File: config.mk
export PLATFORM = sky130hd
export DESIGN_NAME = nnq_ctrl
export DESIGN_NICKNAME = d
export VERILOG_FILES = /design/src/hw/rtl/nnq_pkg.sv /design/src/hw/rtl/nnq_ctrl.sv
export SDC_FILE = /design/constraint.sdc
export NUM_CORES = 1
export LEC_CHECK = 0
export BUFFER_PORTS_ARGS = -buffer_cell sky130_fd_sc_hd__buf_2
export CORE_AREA = 2 2 39 41
export DETAILED_ROUTE_END_ITERATION = 6
export DIE_AREA = 0 0 41 43
export PLACE_DENSITY = 0.71
export SYNTH_ARGS = -nofsm -noshare
export SYNTH_HDL_FRONTEND = slang
export SYNTH_SLANG_ARGS = --single-unit
File: constraint.sdc
create_clock -name i_clk -period 1.76 [get_ports i_clk]
set_input_delay 0.176 -clock i_clk [delete_from_list [all_inputs] [get_ports i_clk]]
set_output_delay 0.176 -clock i_clk [all_outputs]
set_load 0.01 [all_outputs]
File: src/hw/rtl/nnq_pkg.sv
// ----------------------------------------------------------------------------
// nnq_pkg
// Shared constants, types and helper functions of the nearest note quantizer.
// ----------------------------------------------------------------------------
package nnq_pkg;

    localparam int DEF_NUM_NOTES  = 112;
    localparam int DEF_FREQ_WIDTH = 24;

    localparam int A4_W    = 19;
    localparam int RATIO_W = 31;
    localparam int PROD_W  = A4_W + RATIO_W;
    localparam int IDX_W   = 7;
    localparam int PC_W    = 4;
    localparam int OCT_W   = 4;

    localparam logic [A4_W-1:0] A4_RESET = 19'd450560;

    // The entry of octave o is the product shifted right by 34 - o with rounding,
    // done as a shift by 33 - o, an increment and a shift by one.
    localparam logic [5:0] ROUND_SHIFT_BASE = 6'd33;

    localparam logic [PC_W-1:0] LAST_PC = 4'd11;

    typedef struct packed {
        logic build_init;
        logic build_mul;
        logic build_wr;
        logic srch_start;
        logic srch_step;
        logic fetch_hi;
        logic fetch_lo;
        logic out_load;
    } t_dp_cmd;

    typedef struct packed {
        logic build_last;
        logic srch_done;
    } t_dp_sts;

    // 2^((p-9)/12) scaled by 2^30, rounded.
    function automatic logic [RATIO_W-1:0] ratio(input logic [PC_W-1:0] pc);
        logic [RATIO_W-1:0] r;
        case (pc)
            4'd0:    r = 31'd638450708;
            4'd1:    r = 31'd676414963;
            4'd2:    r = 31'd716636690;
            4'd3:    r = 31'd759250125;
            4'd4:    r = 31'd804397487;
            4'd5:    r = 31'd852229450;
            4'd6:    r = 31'd902905651;
            4'd7:    r = 31'd956595215;
            4'd8:    r = 31'd1013477326;
            4'd9:    r = 31'd1073741824;
            4'd10:   r = 31'd1137589835;
            4'd11:   r = 31'd1205234447;
            default: r = '0;
        endcase
        return r;
    endfunction

    // Division by 12 as a multiply by 43/512, exact for all 7-bit indexes.
    function automatic logic [OCT_W-1:0] idx_octave(input logic [IDX_W-1:0] idx);
        logic [12:0] prod;
        prod = 13'(idx) * 13'd43;
        return OCT_W'(prod >> 9);
    endfunction

    function automatic logic [PC_W-1:0] idx_pitch_class(input logic [IDX_W-1:0] idx);
        logic [IDX_W-1:0] base;
        base = IDX_W'(idx_octave(idx)) * IDX_W'(12);
        return PC_W'(idx - base);
    endfunction

endpackage

File: src/hw/rtl/nnq_ctrl.sv
// ----------------------------------------------------------------------------
// nnq_ctrl
// Sequencer of the quantizer: table rebuild, binary search, neighbor fetch
// and the output register handshake.
// ----------------------------------------------------------------------------
module nnq_ctrl (
    input  logic             i_clk,
    input  logic             i_rst_n,
    input  logic             i_cfg_we,
    input  logic             i_in_valid,
    output logic             o_in_ready,
    output logic             o_out_valid,
    input  logic             i_out_ready,
    input  nnq_pkg::t_dp_sts i_sts,
    output nnq_pkg::t_dp_cmd o_cmd
);

    typedef enum logic [7:0] {
        S_INIT = 8'b0000_0001,
        S_MUL  = 8'b0000_0010,
        S_WR   = 8'b0000_0100,
        S_IDLE = 8'b0000_1000,
        S_SRCH = 8'b0001_0000,
        S_FHI  = 8'b0010_0000,
        S_FLO  = 8'b0100_0000,
        S_DONE = 8'b1000_0000
    } t_state;

    t_state r_state, n_state;
    logic   r_out_valid, n_out_valid;
    logic   w_load;

    assign w_load = (r_state == S_DONE) && (!r_out_valid || i_out_ready);

    always_comb begin
        n_state = r_state;
        case (r_state)
            S_INIT: n_state = S_MUL;
            S_MUL:  n_state = S_WR;
            S_WR:   n_state = i_sts.build_last ? S_IDLE : S_MUL;
            S_IDLE: begin
                if (i_in_valid) begin
                    n_state = S_SRCH;
                end
            end
            S_SRCH: n_state = i_sts.srch_done ? S_FHI : S_SRCH;
            S_FHI:  n_state = S_FLO;
            S_FLO:  n_state = S_DONE;
            S_DONE: n_state = w_load ? S_IDLE : S_DONE;
            default: n_state = S_INIT;
        endcase
        // A register write restarts the table rebuild.
        if (i_cfg_we) begin
            n_state = S_INIT;
        end
    end

    always_comb begin
        n_out_valid = r_out_valid;
        if (w_load) begin
            n_out_valid = 1'b1;
        end else if (i_out_ready) begin
            n_out_valid = 1'b0;
        end
    end

    always_ff @(posedge i_clk) begin
        if (!i_rst_n) begin
            r_state     <= S_INIT;
            r_out_valid <= 1'b0;
        end else begin
            r_state     <= n_state;
            r_out_valid <= n_out_valid;
        end
    end

    always_comb begin
        o_cmd            = '0;
        o_cmd.build_init = (r_state == S_INIT);
        o_cmd.build_mul  = (r_state == S_MUL);
        o_cmd.build_wr   = (r_state == S_WR);
        o_cmd.srch_start = (r_state == S_IDLE) && i_in_valid;
        o_cmd.srch_step  = (r_state == S_SRCH);
        o_cmd.fetch_hi   = (r_state == S_FHI);
        o_cmd.fetch_lo   = (r_state == S_FLO);
        o_cmd.out_load   = w_load;
    end

    assign o_in_ready  = (r_state == S_IDLE);
    assign o_out_valid = r_out_valid;

endmodule

==> results of run 1 <==
[stage by stage]
step	hold slack [ns]	std cells	power, mW	utilization [%]	setup slack, ns
final	0.1283	98	0.4177	51.18	-0.001084
after global routing	0.1438	98	0.4390	51.18	-0.06239
after CTS	0.1239	94	0.4235	48.55	-0.01051
after detailed placement	0.4066	90	0.2559	45.12	0.2507
after global placement	0.4044	90	0.2554	45.12	0.2442
after floorplan	0.2898	58	0.2393	-	0.3001
[critical path: cells and delay by family (launching register included)]
kind / cells / cell delay, ns
buffers and inverters: 1 / 0.17
DFF: 1 / 0.35
and+or+nand+nor: 2 / 0.80
[layer usage]
layer  track usage (%)  up-vias
li1                  -      265
met1             19.68      243
met2             24.69       14
met3             4.712        2
met4             10.00        0
met5                 0        -
[power breakdown]
| part | internal [mW] | switching (mW) |
|---|---|---|
| registers | 0.205 | 0.00680 |
| logic | 0.0206 | 0.0197 |
| clock network | 0.0876 | 0.0775 |
[cells by family after synthesis]
family / Yosys count
simple gates: 36
compound gates: 9
flops: 9
buf+inv: 3
xor+xnor: 1
[cell usage in the layout (no fill, tap or decap), types with 2 or more instances in the layout]
master	count
sky130_fd_sc_hd__nand2b_1	3
sky130_fd_sc_hd__buf_4	5
sky130_fd_sc_hd__nand2_1	2
sky130_fd_sc_hd__a21oi_1	2
sky130_fd_sc_hd__nor3b_1	2
sky130_fd_sc_hd__nor4_4	2
sky130_fd_sc_hd__dfxtp_1	5
sky130_fd_sc_hd__clkbuf_4	3
sky130_fd_sc_hd__inv_1	2
sky130_fd_sc_hd__nor2b_1	4
sky130_fd_sc_hd__nand3_1	2
sky130_fd_sc_hd__nor2_1	5
sky130_fd_sc_hd__and2_1	3
sky130_fd_sc_hd__buf_2	16
sky130_fd_sc_hd__nand4b_1	3
sky130_fd_sc_hd__dfxtp_2	3
[area by class of cell]
type / count / area [µm²] / share of cell area (%)
repair buffers: 21 / 117.6 / 16.61
clock buffers: 4 / 26.28 / 3.710
flip-flops and latches: 9 / 187.7 / 26.50
multi-input cells: 46 / 349.1 / 49.29
inverters: 2 / 7.507 / 1.060
well taps: 16 / 20.02 / 2.827
[Yosys cell counts]
library cell / instances
sky130_fd_sc_hd__a221oi_1: 1
sky130_fd_sc_hd__o21ai_0: 1
sky130_fd_sc_hd__nor4b_1: 1
sky130_fd_sc_hd__dfxtp_1: 9
sky130_fd_sc_hd__nor4_1: 1
sky130_fd_sc_hd__nor3_1: 1
sky130_fd_sc_hd__nand4_1: 1
sky130_fd_sc_hd__a21boi_0: 1
sky130_fd_sc_hd__xor2_1: 1
sky130_fd_sc_hd__inv_1: 2
sky130_fd_sc_hd__and2_1: 3
sky130_fd_sc_hd__a21oi_2: 1
sky130_fd_sc_hd__buf_4: 1
sky130_fd_sc_hd__or4_4: 1
sky130_fd_sc_hd__nor4b_4: 1
sky130_fd_sc_hd__nor2_1: 5
sky130_fd_sc_hd__nor3b_1: 2
sky130_fd_sc_hd__and4b_2: 1
sky130_fd_sc_hd__o21ba_2: 1
sky130_fd_sc_hd__o21ai_1: 1
sky130_fd_sc_hd__nand2b_1: 3
sky130_fd_sc_hd__nor2b_1: 5
sky130_fd_sc_hd__nand2_1: 2
sky130_fd_sc_hd__nand3_1: 2
sky130_fd_sc_hd__nor4_2: 2
sky130_fd_sc_hd__o21a_1: 1
sky130_fd_sc_hd__a21oi_1: 2
sky130_fd_sc_hd__and3_1: 1
sky130_fd_sc_hd__nand4b_1: 3
sky130_fd_sc_hd__and3_2: 1
[state kept, by name, summed over array words and instances, names as in the netlist]
signal,flops
o_out_valid,1
r_state,8
[worst max path at each step]
stage / cells past startpoint / slack (ns) / start / endpoint
after global routing: 3 / -0.06 / r_state[1] / o_cmd[5]
after detailed placement: 5 / 0.25 / r_state[4] / o_cmd[4]
after floorplan: 4 / 0.30 / r_state[1] / r_state[1]
final: 3 / -0.001 / r_state[1] / o_cmd[5]
after CTS: 3 / -0.01 / r_state[1] / o_cmd[5]
after global placement: 4 / 0.24 / r_state[2] / o_cmd[2]
[what timing repair did]
action / 4_1_cts / 5_1_grt
resized for setup: 5 / 3
endpoints found under the hold margin: 0 / 0
setup buffers: 0 / 4
setup endpoints to repair: 4 / 4
pin swaps: 0 / 4
==> impl_metrics.json, run 1 <==
{
  "detailroute.via_count": 524,
  "setup_slack_ns": -0.001084,
  "routed-wl-met2_um": 646,
  "area_delta_synth_final_pct": 35.08,
  "final.period_utilization_pct": 100.1,
  "routed_wire_length_per_instance_um": 13.21,
  "summed_area_of_non_filler_cells_in_the_final_layout_um2": 708.2,
  "synth.top_cells.by_area": "sky130_fd_sc_hd__dfxtp_1, sky130_fd_sc_hd__nor2b_1, sky130_fd_sc_hd__nand4b_1",
  "worst_path_largest_cell_delay_ns": 0.56,
  "io_buffer_count": 16,
  "synth.mux.area_fraction_pct": 0,
  "antenna_found_initial": 0,
  "setup_repair_after_global_routing_missed_its_margin": "yes",
  "finalHoldViolations": 0,
  "gr-total-overflow": 0,
  "worst-slew-pin-transition_ns": 0.4724,
  "placementRows": 14,
  "violations": "setup timing",
  "synth_area_leader_cell": "sky130_fd_sc_hd__dfxtp_1",
  "timing.slew.headroom_pct": 68.06,
  "hold_path_end": "r_state[5]",
  "die_outline_area_um2": 1763,
  "run_status": "finished with violations",
  "setup_total_negative_slack_ns": -0.001084,
  "cap_viol_max_count": 0,
  "detailedPlacementHpwl_um": 886.5,
  "synth_compound_area_share_pct": 11.93,
  "postPlaceCellArea_um2": 624.3,
  "top_level_ports": 17,
  "fin_crit_ns": 1.761,
  "worstHoldPathCells": 3,
  "setup_viol_count_final": 1,
  "synthAdderAreaFrac_pct": 0,
  "cts-hold-fix-buffers": 0,
  "clockRootBuffer": "sky130_fd_sc_hd__clkbuf_4",
  "critPathArrivalTime_ns": 1.59,
  "regToRegStartpoint": "r_state[1]",
  "highest-signal-layer": "met4",
  "placeableCoreArea_um2": 1384,
  "diodes": 0,
  "h_tree_depth": 1,
  "grt_pass1_wl_um": 1883,
  "critical_path.max_fanout": 5,
  "place.gp.congestion": 0.8013,
  "track_usage_pct": 16.48,
  "clock_buffer_count_from_cts": 3,
  "timing_worst_setup_path_type": "flop to output port",
  "wl_met3_um": 51,
  "reg2reg_setup_slack_ns": 0.29,
  "yosys.area_share.simple_pct": 49.16,
  "powerDensity_nw_per_um2": 589.8,
  "chipWidth_um": 41,
  "first_pass_iters": 4,
  "met1Wirelength_um": 579,
  "worstPathRequired_ns": 1.58,
  "final_nets": 90,
  "detailedRoute.firstIterationViolations": 4,
  "r2r.worst_path.cells": 4,
  "final_antenna_net_count": 0,
  "synth-warning-count": 0,
  "timing.fmax_mhz": 567.8,
  "post_synth_xor_area_fraction_pct": 1.671,
  "hp-start": "i_sts[0]",
  "numClockSinks": 9,
  "vdd.ir_drop.worst_mv": 0.3851,
  "grt_max_degree": 8,
  "synth.yosys.seq_area_share_pct": 34.37,
  "cts.clk_slew.worst_paths_ns": 0.07,
  "clock_skew_ns": 0.002715,
  "synth_top_area_share_pct": 34.37,
  "endpoint_of_the_worst_slack_reg_to_reg_timing_path": "r_state[1]",
  "slew_violations": 0,
  "static_leakage_power_nw": 0.3135,
  "timing.critical_path.slowest_stage_cell": "sky130_fd_sc_hd__or4_4",
  "postSynthRegisterBits": 9,
  "postSynthAreaPerCell_um2": 9.039,
  "total_standard_cell_area_after_synthesis_um2": 524.3,
  "floorplan.initialDensity_pct": 37.88,
  "critical_path.cell_chain": "or4_4, nor4b_4, buf_2",
  "post-route-drc-count": 0,
  "routed_via_density": 5.347,
  "cts_tree": "yes",
  "worst_setup_path_start_kind": "flop",
  "die_h_um": 43,
  "syn_nets": 65,
  "synth_top_family_by_area": "simple AND/OR/NAND/NOR gates",
  "drive_gt1_share_pct": 45.12,
  "first_global_vias": 421,
  "synth.lib_cells_used.distinct": 30,
  "netlist_instances": 58,
  "postRouteWirelength_um": 1295,
  "fillers": 147,
  "clock_tree.buffer_depth": 2,
  "clock_latency_on_the_worst_skew_pair_ns": 0.26,
  "kind_of_path_behind_the_tightest_hold_check": "input pin to flop",
  "worstSetupEndpointType": "output port"
}
Power figures use the tool's default switching activity.
==> run 2: changes to the inputs <==
clock period = 2.27 ns   (was 1.76 ns; I/O delays follow)
==> run 2 against run 1 <==
The flow now finishes without violations. Wire length down 6.5%. Die area unchanged. Global-route usage up 0.28 points. Clock power down 25%. Critical path type unchanged.
==> impl_metrics.json, run 2 (synthesized netlist as in run 1, its figures left out) <==
{
  "setup_repair_after_global_routing_missed_its_margin": "no",
  "reg2reg_setup_slack_ns": 0.68,
  "routed_wire_length_per_instance_um": 13.02,
  "first_pass_iters": 4,
  "placeableCoreArea_um2": 1384,
  "slew_violations": 0,
  "grt_max_degree": 8,
  "detailedRoute.firstIterationViolations": 4,
  "hold_path_end": "r_state[5]",
  "clockPowerShare_pct": 39.0,
  "clock_buffer_count_from_cts": 3,
  "post_place_setup_slack_ns": 0.6766,
  "clock_latency_on_the_worst_skew_pair_ns": 0.26,
  "timing.fmax_mhz": 535.7,
  "static_leakage_power_nw": 0.2799,
  "cap_viol_max_count": 0,
  "powerDensity_nw_per_um2": 495.6,
  "final.period_utilization_pct": 82.24,
  "routed_via_density": 5.484,
  "global_route.usage.met1_pct": 19.61,
  "worst-slew-pin-transition_ns": 0.4988,
  "first_global_vias": 442,
  "detailedPlacementHpwl_um": 919.4,
  "gr-total-overflow": 0,
  "worstHoldPathCells": 3,
  "top_level_ports": 17,
  "cts.clk_slew.worst_paths_ns": 0.06,
  "critical_path.max_fanout": 7,
  "power.share.combinational_pct": 9.4,
  "postCtsSetupBuffers": 0,
  "antenna_found_initial": 0,
  "final_core_util_pct": 46.47,
  "worstPathRequired_ns": 2.04,
  "timing.slew.headroom_pct": 66.47,
  "detailroute.via_count": 510,
  "worst_setup_path_start_kind": "flop",
  "fin_crit_ns": 1.867,
  "io_buffer_count": 16,
  "power_frac_seq_pct": 51.6,
  "track_usage_pct": 16.77,
  "grt.busiest_layer": "met2",
  "gr-usage-met2_pct": 22.81,
  "clock_skew_ns": 0.004256,
  "layout.cells.most_common_list": "sky130_fd_sc_hd__buf_2, sky130_fd_sc_hd__dfxtp_1, sky130_fd_sc_hd__nor2_1, sky130_fd_sc_hd__nor2b_1",
  "post-route-drc-count": 0,
  "critPathArrivalTime_ns": 1.64,
  "kind_of_path_behind_the_tightest_hold_check": "input pin to flop",
  "endpoint_of_the_worst_slack_reg_to_reg_timing_path": "r_state[5]",
  "max_ffs_per_register": 8,
  "grt_util_met3_pct": 7.853,
  "switching_part_of_the_total_power_pct": 23.92,
  "die_h_um": 43,
  "largest_register": "r_state",
  "finalHoldViolations": 0,
  "setup.worst_path.start": "r_state[4]",
  "h_tree_depth": 1,
  "setup_total_negative_slack_ns": 0,
  "vdd.ir_drop.worst_mv": 0.2634,
  "regToRegStartpoint": "r_state[4]",
  "chipWidth_um": 41,
  "final_antenna_net_count": 0,
  "setup_slack_ns": 0.4031,
  "cellInternalPower_mw": 0.2425,
  "final_nets": 85,
  "netSwitchingPower_mw": 0.07625,
  "area_delta_synth_final_pct": 22.67,
  "place.gp.congestion": 0.8295,
  "floorplan.initialDensity_pct": 37.88,
  "worst_hold_margin_ns": 0.1967,
  "die_outline_area_um2": 1763,
  "r2r.worst_path.cells": 4,
  "diodes": 0,
  "cts_tree": "yes",
  "setup_viol_count_final": 0,
  "run_status": "complete, no violations",
  "postRouteWirelength_um": 1211,
  "grt_pass1_wl_um": 1876,
  "drive_gt1_share_pct": 35.06,
  "clock_tree.buffer_depth": 2,
  "worstSetupEndpointType": "output port",
  "cts_resized": 0,
  "timing_worst_setup_path_type": "flop to output port",
  "clockRootBuffer": "sky130_fd_sc_hd__clkbuf_4",
  "most_common_cell_after_layout_fill_and_taps_aside": "sky130_fd_sc_hd__buf_2",
  "placementRows": 14,
  "numClockSinks": 9,
  "fin_total_pwr_mw": 0.3187,
  "cts-hold-fix-buffers": 0,
  "hp-start": "i_sts[0]"
}
-- run 2: cell types whose count changed in the layout (fill, tap and decap cells not counted) --
| cell | before | now |
|---|---|---|
| sky130_fd_sc_hd__buf_4 | 5 | 0 |
| sky130_fd_sc_hd__dfxtp_2 | 3 | 0 |
| sky130_fd_sc_hd__nor2b_1 | 4 | 5 |
| sky130_fd_sc_hd__dfxtp_4 | 1 | 0 |
| sky130_fd_sc_hd__nor2b_2 | 1 | 0 |
| sky130_fd_sc_hd__nor4_4 | 2 | 0 |
| sky130_fd_sc_hd__dfxtp_1 | 5 | 9 |
| sky130_fd_sc_hd__nor4_2 | 0 | 2 |
-- run 2: how the worst max path moves through the flow --
stage | end | slack, ns | depth (start not counted)
final | o_cmd[4] | 0.40 | 5
after global routing | o_cmd[4] | 0.23 | 5
after CTS | o_cmd[2] | 0.39 | 4
after detailed placement | o_cmd[4] | 0.68 | 5
after global placement | o_cmd[2] | 0.72 | 4
after floorplan | r_state[1] | 0.81 | 4
-- run 2: area by class of cell --
cell class                      count  area (µm²)
Inverter                            2       7.507
Sequential cell                     9       180.2
Timing Repair Buffer               16       80.08
Fill cell                         160       740.7
Multi-Input combinational cell     46       329.1
Clock buffer                        4       26.28
Tap cell                           16       20.02
-- run 2: power groups by stage --
stage	logic [mW]	clock network, mW	registers (mW)
global placement	0.0291	0	0.168
detailed placement	0.0299	0	0.168
finish	0.0298	0.124	0.165
global route	0.0329	0.145	0.165
floorplan	0.0184	0	0.167
CTS	0.0300	0.131	0.164
-- run 2: critical path: stages (launching register included) --
cell and delay (ns):
sky130_fd_sc_hd__dfxtp_1 0.36, sky130_fd_sc_hd__nor4_2 0.41, sky130_fd_sc_hd__nand4b_1 0.26, sky130_fd_sc_hd__inv_1 0.12, sky130_fd_sc_hd__and2_1 0.12, sky130_fd_sc_hd__buf_2 0.12
-- run 2: per-layer routing --
layer  up-vias  share of wire (%)  wire length (µm)
met3         4                5.1                62
met5         -                  0                 0
met2        14                 45               545
li1        250                  -                 -
met4         0                2.6                31
met1       242                 47               570
-- run 2: stage by stage --
step	cells	area (µm²)
floorplan	58	524.3
global placement	89	616.8
detailed placement	89	616.8
CTS	93	643.1
global route	93	643.1
finish	93	643.1
